**src/tdce_pkg.sv**
```systemverilog
// Shared types, constants and helpers for the toric defect cluster engine.
// No dependencies; every other file imports this package.
package tdce_pkg;

    localparam int MAX_W       = 32;
    localparam int MAX_H       = 32;
    localparam int MAX_DEFECTS = 32;
    localparam int SLOT_W      = $clog2(MAX_DEFECTS);
    localparam int CNT_W       = SLOT_W + 1;
    localparam int COORD_W     = 5;
    localparam int DIM_W       = 6;
    localparam int CFG_IDX_W   = 2;
    localparam int IN_W        = 16;
    localparam int OUT_W       = 48;

    localparam logic [2:0] CMD_TOGGLE  = 3'd0;
    localparam logic [2:0] CMD_MARK    = 3'd1;
    localparam logic [2:0] CMD_UNMARK  = 3'd2;
    localparam logic [2:0] CMD_CLEAR   = 3'd3;
    localparam logic [2:0] CMD_CLUSTER = 3'd4;

    localparam logic [CFG_IDX_W-1:0] REG_GRID_W = 2'd0;
    localparam logic [CFG_IDX_W-1:0] REG_GRID_H = 2'd1;

    typedef enum logic [1:0] {
        KIND_DONE   = 2'd0,
        KIND_MEMBER = 2'd1,
        KIND_EMPTY  = 2'd2,
        KIND_FULL   = 2'd3
    } kind_t;

    typedef enum logic [1:0] {
        RES_CMD,
        RES_EMPTY,
        RES_MEMBER
    } res_sel_t;

    typedef enum logic [3:0] {
        ST_IDLE,
        ST_DISPATCH,
        ST_EXEC,
        ST_QCHECK,
        ST_SEED,
        ST_BFS,
        ST_SCAN,
        ST_RECT,
        ST_EMIT
    } state_t;

    typedef struct packed {
        logic     capture;
        logic     apply;
        logic     q_clear;
        logic     seed;
        logic     bfs_step;
        logic     scan_start;
        logic     scan_step;
        logic     rect_fin;
        logic     emit_step;
        logic     cid_inc;
        res_sel_t res_sel;
    } dp_cmd_t;

    typedef struct packed {
        logic is_cluster;
        logic any_unmarked;
        logic any_seed;
        logic any_pending;
        logic scan_done;
        logic cur_member;
        logic cur_end;
    } dp_stat_t;

    typedef struct packed {
        kind_t              kind;
        logic [COORD_W-1:0] member_x;
        logic [COORD_W-1:0] member_y;
        logic [4:0]         cluster_id;
        logic               cluster_end;
        logic [COORD_W-1:0] rect_x;
        logic [COORD_W-1:0] rect_y;
        logic [DIM_W-1:0]   rect_w;
        logic [DIM_W-1:0]   rect_h;
        logic [CNT_W-1:0]   defect_count;
        logic               last;
    } result_t;

    // Lowest set bit of a slot vector (priority encoder).
    function automatic logic [SLOT_W-1:0] lowest_idx(input logic [MAX_DEFECTS-1:0] v);
        logic [SLOT_W-1:0] r;
        r = '0;
        for (int k = MAX_DEFECTS - 1; k >= 0; k--) begin
            if (v[k]) r = SLOT_W'(k);
        end
        return r;
    endfunction

    // Grid dimension clamped to 1..limit.
    function automatic logic [DIM_W-1:0] clamp_dim(input logic [DIM_W-1:0] v,
                                                    input logic [DIM_W-1:0] lim);
        logic [DIM_W-1:0] r;
        if (v == '0) r = DIM_W'(1);
        else if (v > lim) r = lim;
        else r = v;
        return r;
    endfunction

endpackage

```
**src/tdce_ctrl.sv**
```systemverilog
// Sequencer for the toric defect cluster engine.
// Depends on tdce_pkg; drives tdce_dp through dp_cmd_t and reads dp_stat_t.
module tdce_ctrl (
    input  logic              aclk,
    input  logic              aresetn,
    input  logic              s_valid,
    output logic              s_ready,
    input  logic              out_free,
    output logic              out_load,
    input  tdce_pkg::dp_stat_t stat,
    output tdce_pkg::dp_cmd_t  cmd
);
    import tdce_pkg::*;

    state_t state_reg, state_next;

    always_ff @(posedge aclk) begin
        if (!aresetn) state_reg <= ST_IDLE;
        else state_reg <= state_next;
    end

    always_comb begin
        state_next = state_reg;
        cmd        = '0;
        cmd.res_sel = RES_CMD;
        s_ready    = 1'b0;
        out_load   = 1'b0;
        unique case (state_reg)
            ST_IDLE: begin
                s_ready = 1'b1;
                if (s_valid) begin
                    cmd.capture = 1'b1;
                    state_next  = ST_DISPATCH;
                end
            end
            ST_DISPATCH: begin
                state_next = stat.is_cluster ? ST_QCHECK : ST_EXEC;
            end
            ST_EXEC: begin
                if (out_free) begin
                    cmd.apply  = 1'b1;
                    out_load   = 1'b1;
                    state_next = ST_IDLE;
                end
            end
            ST_QCHECK: begin
                cmd.res_sel = RES_EMPTY;
                if (!stat.any_unmarked) begin
                    if (out_free) begin
                        out_load   = 1'b1;
                        state_next = ST_IDLE;
                    end
                end else begin
                    cmd.q_clear = 1'b1;
                    state_next  = ST_SEED;
                end
            end
            ST_SEED: begin
                cmd.seed   = 1'b1;
                state_next = ST_BFS;
            end
            ST_BFS: begin
                if (stat.any_pending) begin
                    cmd.bfs_step = 1'b1;
                end else begin
                    cmd.scan_start = 1'b1;
                    state_next     = ST_SCAN;
                end
            end
            ST_SCAN: begin
                cmd.scan_step = 1'b1;
                if (stat.scan_done) state_next = ST_RECT;
            end
            ST_RECT: begin
                cmd.rect_fin = 1'b1;
                state_next   = ST_EMIT;
            end
            ST_EMIT: begin
                cmd.res_sel = RES_MEMBER;
                if (!stat.cur_member) begin
                    cmd.emit_step = 1'b1;
                end else if (out_free) begin
                    out_load      = 1'b1;
                    cmd.emit_step = 1'b1;
                    if (stat.cur_end) begin
                        if (stat.any_seed) begin
                            cmd.cid_inc = 1'b1;
                            state_next  = ST_SEED;
                        end else begin
                            state_next = ST_IDLE;
                        end
                    end
                end
            end
            default: state_next = ST_IDLE;
        endcase
    end

endmodule

```
**config.mk**
```make
export PLATFORM = sky130hd
export DESIGN_NAME = tdce_ctrl
export DESIGN_NICKNAME = d
export VERILOG_FILES = /design/src/tdce_pkg.sv /design/src/tdce_ctrl.sv
export SDC_FILE = /design/constraint.sdc
export NUM_CORES = 1
export LEC_CHECK = 0
export BUFFER_PORTS_ARGS = -buffer_cell sky130_fd_sc_hd__buf_2
export CORE_AREA = 2 2 39 41
export CTS_BUF_LIST = sky130_fd_sc_hd__clkbuf_4
export DETAILED_ROUTE_END_ITERATION = 8
export DIE_AREA = 0 0 41 43
export PLACE_DENSITY = 0.66
export SLEW_MARGIN = 15
export SYNTH_ARGS = -nofsm -noshare
export SYNTH_HDL_FRONTEND = slang
export SYNTH_SLANG_ARGS = --single-unit
```
**constraint.sdc**
```tcl
create_clock -name aclk -period 1.3 [get_ports aclk]
set_input_delay 0.065 -clock aclk [delete_from_list [all_inputs] [get_ports aclk]]
set_output_delay 0.065 -clock aclk [all_outputs]
set_load 0.05 [all_outputs]
```
==> reports/qor.log <==
qor: global_routing.via_count_of_the_first_global_routing_pass 508
qor: outcome.outcome complete, but fails checks
qor: setup_path.critPathCaptureType primary output
qor: routing.firstDrtPassIters 4
qor: cells_and_area.finalInstanceArea 1025 µm²
qor: synth.synth_nets 67
qor: power_and_ir_drop.switching_power 0.0003614 W
qor: synth.yosys.area.top_type dfxtp_1
qor: routing.met3WireLength 95 µm
qor: routing.wl_per_cell 13.53 µm
qor: sta.tightestPinTransition 328.5 ps
qor: clocking.clk_path_buf_depth 2
qor: global_routing.grt_max_degree 11
qor: place.placed_cells_incl_taps 107
qor: hold_path.hold-path-cell-count 2
qor: floorplan.die_h 43 µm
qor: power_and_ir_drop.total_leakage_power 0.4513 nW
qor: clocking.htree_num_levels 1
qor: synth.share_of_synthesized_area_occupied_by_flip_flops_and_latches 17.88%
qor: sta.final_max_slew_viol_count 0
qor: clocking.clock_tree.root_cell clkbuf_4
qor: global_routing.grt_usage 17.91%
qor: synth.postSynthAreaPerCell 7.999 µm²
qor: power_and_ir_drop.irDropWorstVdd 0.8579 mV
qor: setup_path.timing.critical_path.slowest_stage_cell dfxtp_2
qor: routing.drc 0
qor: sta.postLayoutSetupSlackWorst -153.6 ps
qor: floorplan.die_x 41 µm
qor: clocking.cts_tree done
qor: setup_path.ff2ff_path_depth 4
qor: clocking.cts-buffers-inserted 3
qor: sta.fin_hold_ws 104.6 ps
qor: routing.drt_first_iter_violations 8
qor: cells_and_area.finish.utilization 74.05%
qor: routing.drt_wl_total 1569 µm
qor: cells_and_area.insertedDiodeCount 0
qor: sta.final_setup_violation_count 13
qor: power_and_ir_drop.fraction_of_power_spent_switching_nets 40.25%
qor: clocking.clock-sinks 4
qor: sta.finalCriticalPeriod 1454 ps
qor: setup_path.crit-reg2reg-launch state_reg[0]$_SDFFE_PN0P_
qor: synth.mapped_cell_area 447.9 µm²
qor: cells_and_area.post_route_cells_drive_above_1_share 72.00%
qor: global_routing.antenna_found_initial 0
qor: synth.synth_cell_types 34
qor: routing.via_per_inst 5.207
qor: sta.clock_skew 0.2633 ps
qor: synth.ys_dominant_reg_cell dfxtp_1
qor: power_and_ir_drop.comb_power_share 65.3%
qor: synth.synth-seq-cells 4
qor: routing.dr.max_layer_used met4
qor: outcome.violations setup timing
qor: sta.final-hold-violation-count 0
qor: sta.clock.fmax 688.0 MHz
qor: power_and_ir_drop.power_per_cell_area 876.1 nW/µm²
qor: routing.m1WireLength 682 µm
qor: cells_and_area.multi_input_comb_area 450.4 µm²
qor: setup_path.r2r_end state_reg[0]$_SDFFE_PN0P_
qor: global_routing.first_pass_grt_wire_length 2180 µm
qor: floorplan.initial_utilization 32.37%
qor: floorplan.placement_rows 14
qor: cells_and_area.area_delta_synth_final 128.8%
qor: routing.postRouteAntennaNets 0
qor: floorplan.i_o_pin_total 25
qor: run.reported_max_cap_violation_count 0
qor: hold_path.hold_path.startpoint aresetn
qor: setup_path.worst-endpoint-required 1240 ps
qor: routing.vias 604
qor: sta.worst_rel_slew_slack 77.90%
qor: sta.final_min_period_over_clock_period 111.8%
qor: synth.synthesis.yosys.warnings 0
qor: setup_path.reg2reg_setup_slack -60 ps
qor: global_routing.grt_remaining_overflow 0
qor: power_and_ir_drop.internal-power 0.0005364 W
qor: sta.tns -1110 ps
qor: power_and_ir_drop.share_clk_of_total_power 16.9%
qor: cells_and_area.final.fill_count 96
qor: setup_path.cpPeakStageDelay 320 ps
qor: place.finalWeightedCongestion 0.8720
qor: place.port_buffers 24
qor: synth.synth.top_cells.by_count dfxtp_1, nor3_1
qor: synth.synthCells 56
qor: floorplan.design.die.area 1763 µm²
qor: cells_and_area.area.sequential 90.09 µm²
qor: clocking.clk_pin_slew 40 ps
qor: setup_path.critical_path.max_fanout 8
qor: setup_path.critical_path_arrival 1390 ps
qor: cells_and_area.non_filler_cells_final 116
qor: power_and_ir_drop.seq_power_share 17.8%
qor: setup_path.start_kind flop
qor: setup_path.cell_breakdown_of_the_critical_path buf_12, nor4b_4, a21boi_4, buf_6
qor: routing.detailroute.wirelength.met2 776 µm
qor: synth.number_of_flops_mapped_to_enable_cells_by_yosys 0
qor: cells_and_area.flip_flop_count_of_the_largest_register_after_layout 4
qor: synth.synthArstFlopShare 0%
qor: synth.synth.top_cells.by_area dfxtp_1, buf_6, nor3_1, and2_1, nand2b_1
qor: clocking.clk-insertion-delay-late 230 ps
qor: floorplan.core_region 1384 µm²
qor: place.placed_cell_area 779.5 µm²
qor: place.place_hpwl 1058 µm
qor: sta.rsz_0062_raised_after_global_routing true
qor: synth.yosys.area.top_type_share 17.88%
qor: hold_path.holdPathEnd state_reg[2]$_SDFFE_PN0P_
qor: cells_and_area.final_nets 113
qor: hold_path.hp-class in -> reg
qor: setup_path.worst-setup-path-type reg -> out
[critical path, delay by kind of cell (launching register included)]
kind / cells / cell delay, ps
DFF: 1 / 320
and+or+nand+nor: 1 / 310
buffers and inverters: 2 / 300
AOI/OAI and AO/OA: 1 / 220
[stage by stage]
| stage | worst slack [ps] | power (W) |
|---|---|---|
| floorplan | -393.5 | 0.0004425 |
| finish | -153.6 | 0.0008978 |
| global route | -204.3 | 0.0009391 |
| detailed placement | -34.36 | 0.0005795 |
| CTS | -170.6 | 0.0007939 |
| global placement | -34.77 | 0.0005755 |
[layer usage]
| layer | global-route usage [%] | vias to the layer above |
|---|---|---|
| li1 | - | 305 |
| met1 | 27.51 | 275 |
| met2 | 24.06 | 22 |
| met3 | 3.665 | 2 |
| met4 | 6.000 | 0 |
| met5 | 0 | - |
[kinds of logic (layout without fill, tap and decap cells)]
logic type / Yosys count / count (layout) / synth area share [%]
AOI/OAI and AO/OA: 12 / 12 / 22.63
buffers and inverters: 8 / 52 / 12.57
DFF: 4 / 4 / 17.88
and+or+nand+nor: 32 / 32 / 46.93
[cell type report]
type,instances,area share (%)
Clock buffer,3,2.198
Tap cell,16,1.954
Timing Repair Buffer,45,41.64
Sequential cell,4,8.791
Multi-Input combinational cell,44,43.96
Inverter,4,1.465
[placed cells by master (no fill, tap or decap), drive strengths merged, types with 2 or more instances in the layout]
master,synthesis,final
nor2,2,2
nand2,3,3
clkbuf,1,3
nand4b,2,2
dfxtp,4,4
nor4,3,3
inv,4,4
a21oi,2,2
buf,3,45
nor3,4,4
nand2b,3,3
or2b,2,2
and2,3,3
and3,2,2
[how the worst max path moves through the flow]
| stage | from | endpoint | slack [ps] |
|---|---|---|---|
| 2_1_floorplan | state_reg[2]$_SDFFE_PN0P_ | state_reg[2]$_SDFFE_PN0P_ | -390 |
| 3_3_place_gp | state_reg[1]$_SDFFE_PN0P_ | cmd[2] | -30 |
| 3_5_place_dp | state_reg[0]$_SDFFE_PN0P_ | state_reg[0]$_SDFFE_PN0P_ | -30 |
| 4_1_cts | state_reg[0]$_SDFFE_PN0P_ | cmd[3] | -170 |
| 5_1_grt | state_reg[0]$_SDFFE_PN0P_ | cmd[3] | -200 |
| 6_report | state_reg[0]$_SDFFE_PN0P_ | cmd[3] | -150 |
[power groups by stage]
stage | logic, W | registers [W] | clock network [W]
after global placement | 0.000416 | 0.000160 | 0
after global routing | 0.000614 | 0.000162 | 0.000163
final | 0.000586 | 0.000160 | 0.000152
after detailed placement | 0.000419 | 0.000161 | 0
after floorplan | 0.000281 | 0.000162 | 0
after CTS | 0.000473 | 0.000162 | 0.000159
[what timing repair did]
item	4_1_cts	5_1_grt
gates resized for setup	40	16
hold buffers	0	0
pin swaps	7	3
gates cloned	0	0
endpoints found under the setup margin	15	17
setup buffers	0	6
No activity file was read; power rests on OpenSTA's default activity.
